`src/rtl/core/lpgf_pkg.sv`:
```
// ----------------------------------------------------------------------------
// lpgf_pkg
// Shared constants for the lidar point gate filter: defaults, register
// indexes, reset values and tag quality codes.
// ----------------------------------------------------------------------------
`default_nettype none

package lpgf_pkg;

    localparam int COORD_BITS_DEF      = 24;
    localparam int ALPHA_FRAC_BITS_DEF = 16;

    localparam int DEC_BITS       = 8;
    localparam int RANGE_BITS     = 20;
    localparam int RANGE_SQ_BITS  = 2 * RANGE_BITS;
    localparam int CFG_IDX_BITS   = 2;
    localparam int CFG_DATA_BITS  = 20;
    localparam int BYTE_BITS      = 8;
    localparam int OFFS_BITS      = 32;
    localparam int SPAN_BITS      = 32;
    localparam int ABS_BITS       = 63;
    localparam int QUEUE_DEPTH    = 2;

    localparam logic [CFG_IDX_BITS-1:0] CFG_DECIMATION = 2'd0;
    localparam logic [CFG_IDX_BITS-1:0] CFG_BLIND_MM   = 2'd1;
    localparam logic [CFG_IDX_BITS-1:0] CFG_MAX_MM     = 2'd2;

    localparam logic [DEC_BITS-1:0]   DEC_RESET   = 8'd1;
    localparam logic [RANGE_BITS-1:0] BLIND_RESET = 20'd0;
    localparam logic [RANGE_BITS-1:0] MAX_RESET   = 20'd150000;

    localparam logic [BYTE_BITS-1:0] TAG_QUAL_MASK = 8'h30;
    localparam logic [BYTE_BITS-1:0] TAG_QUAL_HIGH = 8'h10;
    localparam logic [BYTE_BITS-1:0] TAG_QUAL_NONE = 8'h00;

    typedef struct packed {
        logic [DEC_BITS-1:0]   decimation;
        logic [RANGE_BITS-1:0] blind_mm;
        logic [RANGE_BITS-1:0] max_range_mm;
    } t_cfg;

endpackage

`default_nettype wire

```
`src/rtl/core/lpgf_queue.sv`:
```
// ----------------------------------------------------------------------------
// lpgf_queue
// Short request queue between the gating front and the timing back end.
// ----------------------------------------------------------------------------
`default_nettype none

module lpgf_queue #(
    parameter int WIDTH = 8
) (
    input  wire              i_clk,
    input  wire              i_rst_n,
    input  wire              i_push,
    output logic             o_ready,
    input  wire  [WIDTH-1:0] i_data,
    output logic             o_valid,
    input  wire              i_pop,
    output logic [WIDTH-1:0] o_data
);
    import lpgf_pkg::*;

    localparam int AW = $clog2(QUEUE_DEPTH);
    localparam int CW = $clog2(QUEUE_DEPTH + 1);

    logic [WIDTH-1:0] r_mem [QUEUE_DEPTH];
    logic [AW-1:0]    r_wr, r_rd;
    logic [CW-1:0]    r_cnt;
    logic             do_push, do_pop;

    assign o_ready = (r_cnt != CW'(QUEUE_DEPTH));
    assign o_valid = (r_cnt != '0);
    assign o_data  = r_mem[r_rd];
    assign do_push = i_push && o_ready;
    assign do_pop  = i_pop && o_valid;

    always_ff @(posedge i_clk) begin
        if (!i_rst_n) begin
            r_wr  <= '0;
            r_rd  <= '0;
            r_cnt <= '0;
        end else begin
            if (do_push) begin
                r_wr <= (r_wr == AW'(QUEUE_DEPTH - 1)) ? '0 : r_wr + AW'(1);
            end
            if (do_pop) begin
                r_rd <= (r_rd == AW'(QUEUE_DEPTH - 1)) ? '0 : r_rd + AW'(1);
            end
            if (do_push && !do_pop) begin
                r_cnt <= r_cnt + CW'(1);
            end else if (do_pop && !do_push) begin
                r_cnt <= r_cnt - CW'(1);
            end
        end
    end

    always_ff @(posedge i_clk) begin
        if (do_push) begin
            r_mem[r_wr] <= i_data;
        end
    end

endmodule

`default_nettype wire

```
`config.mk`:
```
export PLATFORM = sky130hd
export DESIGN_NAME = lpgf_queue
export DESIGN_NICKNAME = d
export VERILOG_FILES = /design/src/rtl/core/lpgf_pkg.sv /design/src/rtl/core/lpgf_queue.sv
export SDC_FILE = /design/constraint.sdc
export NUM_CORES = 1
export LEC_CHECK = 0
export ABC_AREA = 1
export ABC_CLOCK_PERIOD_IN_PS = 1900
export BUFFER_PORTS_ARGS = -buffer_cell sky130_fd_sc_hd__buf_2
export CORE_UTILIZATION = 29
export DETAILED_ROUTE_END_ITERATION = 8
export MAX_ROUTING_LAYER = met4
export PLACE_DENSITY_LB_ADDON = 0.05
export SKIP_LAST_GASP = 1
export SYNTH_ARGS = -nofsm -noshare
export SYNTH_HDL_FRONTEND = slang
export SYNTH_SLANG_ARGS = --single-unit
export TNS_END_PERCENT = 10
```
`constraint.sdc`:
```
create_clock -name i_clk -period 1.9 [get_ports i_clk]
set_clock_uncertainty 0.1 [all_clocks]
set_input_delay 0.095 -clock i_clk [delete_from_list [all_inputs] [get_ports i_clk]]
set_output_delay 0.095 -clock i_clk [all_outputs]
set_load 0.01 [all_outputs]
```
==> summary.txt <==
Floorplan
  – Row cnt: 19
  – Initial Utilization: 30.57%
  – Core area: 0.002734 mm^2
  – Die area: 0.003101 mm^2
  – DIE WIDTH: 55.69 um
  – Chip height: 55.69 um
  – I/O pin count: 22

CTS
  – # resized after CTS: 0
  – CTS root buf: clkbuf_4
  – Clk_lat worst skew: 0.30 ns
  – Clock transition at path regs: 0.11 ns
  – CTS tree: done
  – H-tree depth: 1
  – Sink Count: 21
  – TritonCTS Buffers: 3
  – Clock Path Buffers: 2

Route
  – Vias post-DR: 552
  – Post-route ant nets: 0
  – DR iter-0 viols: 9
  – Drt pass-1 iters: 4
  – # DRC: 0
  – Post-Route WL: 1391 um
  – Vias per cell: 4.279
  – Routed WL per cell: 10.78 um

Timing
  – RSZ-0062 raised after global routing: no
  – Setup violators final: 0
  – Fin. Hold Viols: 0
  – Tmin final: 1.599 ns
  – Relative slew slack: 73.03%
  – WHS: 0.03964 ns
  – Final period util: 84.17%
  – FMAX: 0.6253 GHz
  – Slew Limit Fails: 0
  – Worst slew pin tran: 0.4039 ns
  – Final worst setup slack: 0.3007 ns
  – Final TNS setup: 0 ns

Run
  – Max-Cap Viols: 0

Setup path
  – Worst reg2reg path endpoint: r_cnt[1]
  – Arr. time, crit path: 1.40 ns
  – Cells on worst reg2reg path: 8
  – Type of the worst setup path: reg2out
  – CP endpoint kind: output port
  – CP required: 1.70 ns
  – Worst-path fanout max: 8
  – Worst r2r src: r_cnt[1]
  – Flop-to-flop setup slack: 0.46 ns
  – CP startpoint kind: flop

Pwr
  – Worst VDD drop: 0.5131 mV
  – Total Power: 1.274 mW
  – Static leakage: 0.4660 nW
  – Pwr Density: 1142 mW/mm^2

Hold path
  – HP Class: in2reg
  – WHS Path Cells: 4
  – Hold path start: i_push
  – Worst Hold Endpoint: r_wr

Synth
  – Area leader, netlist: edfxtp_1
  – Mapped Cells: 62
  – Distinct cells, synth: 18
  – Post-synthesis instance area: 835.8 um^2
  – Syn Area/Cell: 13.48 um^2
  – Synth top area share: 57.49%
  – Syn Nets: 75
  – Register bit count reported by yosys: 21
  – Ranking of synthesized cells by area: edfxtp_1 (57%), dfxtp_1 (12%), mux2_2 (11%)
  – Seq/Total Area, Yosys: 69.46%
  – YS warnings: 0

Placed design
  – Placed wire-length estimate: 1009 um
  – PortBufs: 21
  – Placement Setup Slack: 0.4618 ns
  – Routability cong.: 0.6808
  – Placed Area: 997.2 um^2

Global routing
  – Total GRT Usage: 10.42%
  – Initial antenna violation count: 0
  – GR Overflow Total: 0
  – Vias in the first global route: 522
  – First-pass GRT wire length: 2373 um
  – Largest net degree at the start of global routing: 13

Final layout
  – Nets: 112
  – N_diodes: 0
  – Commonest cells after routing, fill and taps aside: buf_2 (21), edfxtp_1 (16), dlygate4sd3_1 (9)
  – Commonest non-fill, non-tap cell in the layout: buf_2
  – Layout cell share with drive strength beyond 1: 42.86%
  – Final instance area: 0.001115 mm^2
  – Area Growth Syn to Fin: 33.38%

Status
  – Status: finished, final reports clean
-- per-stage QoR --
stage,util (%),instances
after global routing,40.78,129
after floorplan,-,62
final,40.78,129
after detailed placement,36.48,116
after CTS,40.78,129
after global placement,36.48,116
-- power by group --
| group | switching, mW | leakage (nW) | internal [mW] | total, mW |
|---|---|---|---|---|
| sequential | 0.0621 | 0.191 | 0.586 | 0.648 |
| clock | 0.135 | 0.0177 | 0.0785 | 0.214 |
| combinational | 0.212 | 0.258 | 0.200 | 0.412 |
| total | 0.409 | 0.466 | 0.864 | 1.27 |
-- worst max-delay path by stage --
stage | startpoint | to | depth (start not counted)
6_report | flop | o_data[3] | 2
3_5_place_dp | r_cnt[0] | r_mem[0][5] | 5
2_1_floorplan | r_cnt[0] | r_mem[1][0] | 4
5_1_grt | flop | o_data[2] | 2
3_3_place_gp | r_cnt[0] | r_mem[0][5] | 5
4_1_cts | flop | o_data[3] | 2
-- critical path, stage by stage (launching register included) --
cell and delay (ns):
dfxtp_1 0.58, mux2_2 0.38, buf_2 0.14
-- kinds of logic (layout without fill, tap and decap cells) --
kind of cell | after synthesis | in the layout | synth area share, %
flip-flops | 21 | 21 | 69.46
AND/OR/NAND/NOR | 19 | 19 | 11.08
buffers and inverters | 9 | 45 | 4.340
multiplexers | 8 | 8 | 10.78
AO/OA/AOI/OAI | 4 | 4 | 2.843
adder cells (fa/ha/maj) | 1 | 1 | 1.497
-- sequential cells by signal (all words and copies together) (netlist names), named ones only --
signal	flops
r_cnt	2
r_mem	16
r_rd	1
r_wr	1
-- routing by layer --
metal | GRT usage, % | share of wire, %
met4 | 6.429 | 2.7
met5 | - | 0
met3 | 2.326 | 4.3
met2 | 15.49 | 46
met1 | 12.89 | 47
-- synth_stat cells --
cell	count
edfxtp_1	16
dfxtp_1	5
nand4_1	1
clkinv_2	1
nand3_1	1
nand2_2	1
nand2_1	6
ha_1	1
inv_2	1
a21oi_1	1
nor2_1	8
o21a_2	1
inv_1	6
mux2_2	8
buf_2	1
nand2_4	2
o21ai_1	1
o21ai_0	1
-- repair_timing --
item                                    CTS  global route
hold buffers                              9             0
buffers inserted                          0             0
endpoints found under the setup margin    0             0
endpoints found under the hold margin    21             0
-- layout make-up --
| type | instances | area [um^2] |
|---|---|---|
| inverter | 8 | 31.28 |
| sequential | 21 | 580.6 |
| multi-input combinational | 32 | 219.0 |
| timing repair buffer | 33 | 217.7 |
| fill | 262 | 1619 |
| clock buffer | 3 | 22.52 |
| clock inverter | 1 | 5.005 |
| tap | 31 | 38.79 |
Power figures use the tool's default switching activity.
