--- config.mk ---
export PLATFORM = sky130hd
export DESIGN_NAME = lpgf_back
export DESIGN_NICKNAME = d
export VERILOG_FILES = /design/src/rtl/core/lpgf_pkg.sv /design/src/rtl/core/lpgf_back.sv
export SDC_FILE = /design/constraint.sdc
export NUM_CORES = 1
export LEC_CHECK = 0
export BUFFER_PORTS_ARGS = -buffer_cell sky130_fd_sc_hd__buf_2
export CAP_MARGIN = 20
export CORE_UTILIZATION = 55
export DETAILED_ROUTE_END_ITERATION = 10
export MAX_ROUTING_LAYER = met4
export PLACE_DENSITY = 0.78
export SLEW_MARGIN = 40
export SYNTH_ARGS = -nofsm -noshare
export SYNTH_HDL_FRONTEND = slang
export SYNTH_SLANG_ARGS = --single-unit
--- constraint.sdc ---
create_clock -name i_clk -period 36.7 [get_ports i_clk]
set_clock_uncertainty 0.2 [all_clocks]
set_input_delay 7.34 -clock i_clk [delete_from_list [all_inputs] [get_ports i_clk]]
set_output_delay 7.34 -clock i_clk [all_outputs]
set_load 0.1 [all_outputs]
--- src/rtl/core/lpgf_pkg.sv ---
// ----------------------------------------------------------------------------
// lpgf_pkg
// Shared constants for the lidar point gate filter: defaults, register
// indexes, reset values and tag quality codes.
// ----------------------------------------------------------------------------
`default_nettype none

package lpgf_pkg;

    localparam int COORD_BITS_DEF      = 24;
    localparam int ALPHA_FRAC_BITS_DEF = 16;

    localparam int DEC_BITS       = 8;
    localparam int RANGE_BITS     = 20;
    localparam int RANGE_SQ_BITS  = 2 * RANGE_BITS;
    localparam int CFG_IDX_BITS   = 2;
    localparam int CFG_DATA_BITS  = 20;
    localparam int BYTE_BITS      = 8;
    localparam int OFFS_BITS      = 32;
    localparam int SPAN_BITS      = 32;
    localparam int ABS_BITS       = 63;
    localparam int QUEUE_DEPTH    = 2;

    localparam logic [CFG_IDX_BITS-1:0] CFG_DECIMATION = 2'd0;
    localparam logic [CFG_IDX_BITS-1:0] CFG_BLIND_MM   = 2'd1;
    localparam logic [CFG_IDX_BITS-1:0] CFG_MAX_MM     = 2'd2;

    localparam logic [DEC_BITS-1:0]   DEC_RESET   = 8'd1;
    localparam logic [RANGE_BITS-1:0] BLIND_RESET = 20'd0;
    localparam logic [RANGE_BITS-1:0] MAX_RESET   = 20'd150000;

    localparam logic [BYTE_BITS-1:0] TAG_QUAL_MASK = 8'h30;
    localparam logic [BYTE_BITS-1:0] TAG_QUAL_HIGH = 8'h10;
    localparam logic [BYTE_BITS-1:0] TAG_QUAL_NONE = 8'h00;

    typedef struct packed {
        logic [DEC_BITS-1:0]   decimation;
        logic [RANGE_BITS-1:0] blind_mm;
        logic [RANGE_BITS-1:0] max_range_mm;
    } t_cfg;

endpackage

`default_nettype wire

--- src/rtl/core/lpgf_back.sv ---
// ----------------------------------------------------------------------------
// lpgf_back
// Takes passed points from the queue, forms absolute time and alpha with
// a one-bit-per-cycle divider, and holds the result in the output register.
// ----------------------------------------------------------------------------
`default_nettype none

module lpgf_back #(
    parameter int COORD_BITS      = lpgf_pkg::COORD_BITS_DEF,
    parameter int ALPHA_FRAC_BITS = lpgf_pkg::ALPHA_FRAC_BITS_DEF
) (
    input  wire  i_clk,
    input  wire  i_rst_n,
    input  wire  i_q_valid,
    output logic o_pop,
    input  wire  [3*COORD_BITS+2*lpgf_pkg::BYTE_BITS+lpgf_pkg::OFFS_BITS
                  +lpgf_pkg::SPAN_BITS+lpgf_pkg::ABS_BITS-1:0] i_payload,
    output logic o_valid,
    input  wire  i_ready,
    // x, y, z, intensity, ring, relative_ns, absolute_ns, frame_span_ns, alpha
    output logic [3*COORD_BITS+2*lpgf_pkg::BYTE_BITS+lpgf_pkg::OFFS_BITS
                  +lpgf_pkg::ABS_BITS+lpgf_pkg::SPAN_BITS+ALPHA_FRAC_BITS:0] o_data
);
    import lpgf_pkg::*;

    localparam int AW    = ALPHA_FRAC_BITS + 1;
    localparam int CNT_W = $clog2(ALPHA_FRAC_BITS + 1);
    localparam int HEAD  = 3 * COORD_BITS + 2 * BYTE_BITS;
    localparam int OUT_W = HEAD + OFFS_BITS + ABS_BITS + SPAN_BITS + AW;

    typedef enum logic [2:0] {
        B_IDLE = 3'b001,
        B_DIV  = 3'b010,
        B_DONE = 3'b100
    } t_bstate;

    t_bstate r_state, n_state;

    logic [HEAD-1:0]            r_head;
    logic [OFFS_BITS-1:0]       r_offs;
    logic [SPAN_BITS-1:0]       r_span;
    logic [ABS_BITS-1:0]        r_abs;
    logic [SPAN_BITS-1:0]       r_rem;
    logic [ALPHA_FRAC_BITS-1:0] r_quo;
    logic                       r_sat;
    logic [CNT_W-1:0]           r_cnt;
    logic                       r_out_valid;
    logic [OUT_W-1:0]           r_out;

    logic [HEAD-1:0]      p_head;
    logic [OFFS_BITS-1:0] p_offs;
    logic [SPAN_BITS-1:0] p_span;
    logic [ABS_BITS-1:0]  p_start;
    logic [ABS_BITS:0]    abs_sum;
    logic [SPAN_BITS:0]   rem2;
    logic                 rem_ge;
    logic [AW-1:0]        alpha;
    logic                 load_out;

    assign p_head  = i_payload[HEAD-1:0];
    assign p_offs  = i_payload[HEAD +: OFFS_BITS];
    assign p_span  = i_payload[HEAD+OFFS_BITS +: SPAN_BITS];
    assign p_start = i_payload[HEAD+OFFS_BITS+SPAN_BITS +: ABS_BITS];
    assign abs_sum = {1'b0, p_start} + (ABS_BITS+1)'(p_offs);

    // remainder stays below span, so the doubled value fits one extra bit
    assign rem2   = {r_rem, 1'b0};
    assign rem_ge = (rem2 >= {1'b0, r_span});

    always_comb begin
        if (r_span == '0) begin
            alpha = '0;
        end else if (r_sat) begin
            alpha = {1'b1, {ALPHA_FRAC_BITS{1'b0}}};
        end else begin
            alpha = {1'b0, r_quo};
        end
    end

    assign o_pop    = (r_state == B_IDLE) && i_q_valid;
    assign load_out = (r_state == B_DONE) && (!r_out_valid || i_ready);
    assign o_valid  = r_out_valid;
    assign o_data   = r_out;

    always_comb begin
        n_state = r_state;
        case (r_state)
            B_IDLE: begin
                if (i_q_valid) begin
                    if ((p_span == '0) || (p_offs >= p_span)) begin
                        n_state = B_DONE;
                    end else begin
                        n_state = B_DIV;
                    end
                end
            end
            B_DIV: begin
                if (r_cnt == CNT_W'(1)) begin
                    n_state = B_DONE;
                end
            end
            B_DONE: begin
                if (load_out) begin
                    n_state = B_IDLE;
                end
            end
            default: begin
                n_state = B_IDLE;
            end
        endcase
    end

    always_ff @(posedge i_clk) begin
        if (!i_rst_n) begin
            r_state     <= B_IDLE;
            r_out_valid <= 1'b0;
        end else begin
            r_state <= n_state;
            if (load_out) begin
                r_out_valid <= 1'b1;
            end else if (i_ready) begin
                r_out_valid <= 1'b0;
            end
        end
    end

    always_ff @(posedge i_clk) begin
        if (o_pop) begin
            r_head <= p_head;
            r_offs <= p_offs;
            r_span <= p_span;
            r_abs  <= abs_sum[ABS_BITS] ? {ABS_BITS{1'b1}} : abs_sum[ABS_BITS-1:0];
            r_rem  <= p_offs;
            r_quo  <= '0;
            r_sat  <= (p_offs >= p_span);
            r_cnt  <= CNT_W'(ALPHA_FRAC_BITS);
        end else if (r_state == B_DIV) begin
            r_rem <= rem_ge ? SPAN_BITS'(rem2 - {1'b0, r_span}) : rem2[SPAN_BITS-1:0];
            r_quo <= {r_quo[ALPHA_FRAC_BITS-2:0], rem_ge};
            r_cnt <= r_cnt - CNT_W'(1);
        end
        if (load_out) begin
            r_out <= {alpha, r_span, r_abs, r_offs, r_head};
        end
    end

    a_alpha_bound: assert property (@(posedge i_clk) disable iff (!i_rst_n)
        r_out_valid |-> (r_out[OUT_W-1 -: AW] <= {1'b1, {ALPHA_FRAC_BITS{1'b0}}}))
        else $error("alpha above saturation value");

    a_rem_below_span: assert property (@(posedge i_clk) disable iff (!i_rst_n)
        (r_state == B_DIV) |-> (r_rem < r_span))
        else $error("divider remainder not below span");

    a_pop_starts_work: assert property (@(posedge i_clk) disable iff (!i_rst_n)
        o_pop |=> ((r_state == B_DIV) || (r_state == B_DONE)))
        else $error("popped request did not start work");

endmodule

`default_nettype wire

==> results.sh <==
export IMPL_crit_start="i_q_valid"
export IMPL_ys_ff_latch=505
export IMPL_cts_hold_buf=0
export IMPL_min_to="o_data[109]"
export IMPL_synthArstFlopShare_pct=0
export IMPL_yosysSeqAreaShare_pct=69.04
export IMPL_cts_root_buf="clkbuf_16"
export IMPL_min_period_over_period_pct=45.44
export IMPL_start_util_pct=55.77
export IMPL_synth_cells=1572
export IMPL_layout_drive_gt1_share_pct=27.32
export IMPL_setup_viol_count_final=0
export IMPL_power_per_cell_area_nw_per_um2=54.92
export IMPL_finalPower_uw=1432
export IMPL_reg2reg_depth=12
export IMPL_routed_wl_um=58390
export IMPL_grt_pass1_vias=14820
export IMPL_insertion_delay_ps=600
export IMPL_cts_setup_buffers=0
export IMPL_rows=72
export IMPL_synth_net_count=1891
export IMPL_r2r_slack_ps=32500
export IMPL_reg2reg_from="r_span[26]"
export IMPL_tns_ps=0
export IMPL_min_delay_start="r_offs[21]"
export IMPL_cp_start_kind="input pin"
export IMPL_numCtsBuffers=50
export IMPL_num_vias=14877
export IMPL_area_delta_synth_final_pct=20.67
export IMPL_hp_class="flop to flop"
export IMPL_rsz0062_at_grt="no"
export IMPL_period_needed_ps=16680
export IMPL_synthFlopType="edfxtp_1"
export IMPL_ir_drop_v=0.00004291
export IMPL_nNetsFinal=2360
export IMPL_p_leak_uw=0.01053
export IMPL_dr_pass1_iters=6
export IMPL_worst_slack_ps=20020
export IMPL_whs_ps=205.4
export IMPL_seqCellArea_um2=14910
export IMPL_grt_pass1_wl_um=87340
export IMPL_synth_edf_count=480
export IMPL_drc=0
export IMPL_cts_sink_count=505
export IMPL_crit_type="input pin to output port"
export IMPL_place_ws_ps=20000
export IMPL_grt_max_degree=159
export IMPL_ant_nets=0
export IMPL_fp_dieH_um=200.2
export IMPL_ys_types=74
export IMPL_max_cap_violations=0
export IMPL_ys_warn_count=0
export IMPL_grt_usage_pct=29.91
export IMPL_wire_per_inst_um=22.41
export IMPL_reg2reg_to="r_rem[17]"
export IMPL_dpl_hpwl_um=41470
export IMPL_maxSlewViolCount=0
export IMPL_drt_initial_drc_count=1128
export IMPL_critPathMaxFanout=99
export IMPL_die_x_um=200.2
export IMPL_synth_avg_cell_area_um2=13.74
export IMPL_clkTransAtPathRegs_ps=60
export IMPL_dp_cells=2506
export IMPL_antenna_found_initial=8
export IMPL_nFillCells=2771
export IMPL_cts_buffer_depth=3
export IMPL_max_freq_mhz=59.96
export IMPL_overflow=0
export IMPL_io_buffers=452
export IMPL_post_layout_nonfiller_instances=2605
export IMPL_worstPathArrival_ps=9140
export IMPL_multi_input_area_um2=6165
export IMPL_hold_viol_final=0
export IMPL_routabilityCongestion=0.9193
export IMPL_die_area_um2=40070
export IMPL_worstMarginPinSlew_ps=899.1
export IMPL_core_area_um2=38740
export IMPL_syn_area_um2=21600
export IMPL_cts_resized=0
export IMPL_viasPerCell=5.711
export IMPL_min_path_cells=0
export IMPL_cts_tree="done"
export IMPL_io_pins=453
export IMPL_slew_headroom_pct=39.42
export IMPL_crit_required_ps=29160
export IMPL_htree_num_levels=2
export IMPL_end_kind="output port"
export IMPL_status="finished, final reports clean"
==> worst max-delay path: stages <==
cell and delay, ps:
buf_2 120, nand2_2 50, buf_4 340, inv_8 610
buf_2 550
==> per-layer routing <==
layer	track usage (%)	share of wire, %
met1	35.92	38
met2	48.08	49
met3	6.801	8.3
met4	14.01	4.6
met5	-	0
==> cell type report <==
class                           count  share of cell area [%]
Multi-Input combinational cell    936                   23.65
Timing Repair Buffer              462                   9.244
Antenna cell                        8                 0.07680
Clock inverter                     23                  0.7392
Tap cell                          518                   2.486
Inverter                           86                   1.267
Clock buffer                       67                   5.323
Sequential cell                   505                   57.21
==> cells in the mapped netlist (5+ instances only) <==
cell type  count  area (um2)
edfxtp_1     480       14410
nand2_1      168       630.6
a21oi_1      104       520.5
ha_1          98        1226
inv_1         84       315.3
nor2_1        67       251.5
nand3_1       51       255.2
o21ai_0       48       240.2
xnor2_1       41       359.1
a21o_1        37       277.8
a31oi_1       32       200.2
clkbuf_1      28       105.1
nand4_1       26       162.7
xor2_1        26       227.7
and2_1        25       156.4
dfxtp_1       25       500.5
and3_1        22       137.6
nor4_1        22       137.6
nand2b_1      14       87.58
nor3_1        14       70.07
or3_1         11       68.82
nor2b_1       10       62.56
buf_2          9       45.04
mux2_2         9       101.4
o211ai_1       9       67.56
o21a_1         8       60.06
a211oi_1       7       52.55
o21ai_1        7       35.03
and4_1         6       52.55
nor3b_1        5       37.54
==> logic make-up (layout without fill, tap and decap cells) <==
group,after synthesis,count (layout),synth area share (%)
adder cells (fa/ha/maj),100,100,5.862
AND/OR/NAND/NOR,460,460,10.63
flip-flops,505,505,69.04
AO/OA/AOI/OAI,294,294,8.474
multiplexers,15,15,0.7703
XOR/XNOR,67,67,2.716
buffers and inverters,131,638,2.502
other,0,8,0
==> cell usage in the layout (no fill, tap or decap), types with 5 or more instances in the layout <==
master     netlist  layout
nand3_1         51      51
or3_1           11      11
o211ai_1         9       9
o21a_1           8       8
nor3_1          14      12
xor2_1          26      26
nand2_1        168     167
a21o_1          37      37
and4_1           6       6
nand4_1         26      26
mux2_2           9       9
dfxtp_1         25      25
a31oi_1         32      32
diode_2          0       8
clkinv_1         1       8
clkbuf_1        28      12
inv_1           84      84
clkbuf_16        0      52
a211oi_1         7       7
o21ai_1          7       7
and3_1          22      22
nor2_1          67      65
buf_2            9     452
o21ai_0         48      48
xnor2_1         41      41
nor2b_1         10      10
nor4_1          22      22
edfxtp_1       480     480
a21oi_1        104     104
ha_1            98      98
nor3b_1          5       5
nand2b_1        14      14
and2_1          25      25
==> worst max path at each step <==
stage / end / cells past startpoint
after floorplan: o_data[0] / 2
after global placement: o_pop / 5
after detailed placement: o_pop / 5
after CTS: o_pop / 5
after global routing: o_pop / 5
final: o_pop / 5
==> metrics by stage <==
stage	area [um2]	util (%)
after floorplan	21600	-
after CTS	26020	67.16
final	26070	67.29
after global routing	26070	67.29
after global placement	24370	62.92
after detailed placement	24440	63.08
==> power by group <==
group	internal, uW	switching (uW)	leakage [uW]
Combinational	88.4	158	0.00512
Sequential	682	15.5	0.00466
Clock	269	219	0.000757
==> registers in the layout, indices dropped and copies added, names as in the netlist <==
register / flops
r_cnt: 5
o_data: 232
r_offs: 32
r_rem: 32
r_quo: 16
r_abs: 63
r_head: 88
o_valid: 1
r_sat: 1
r_span: 32
r_state: 3
Power figures use the tool's default switching activity.
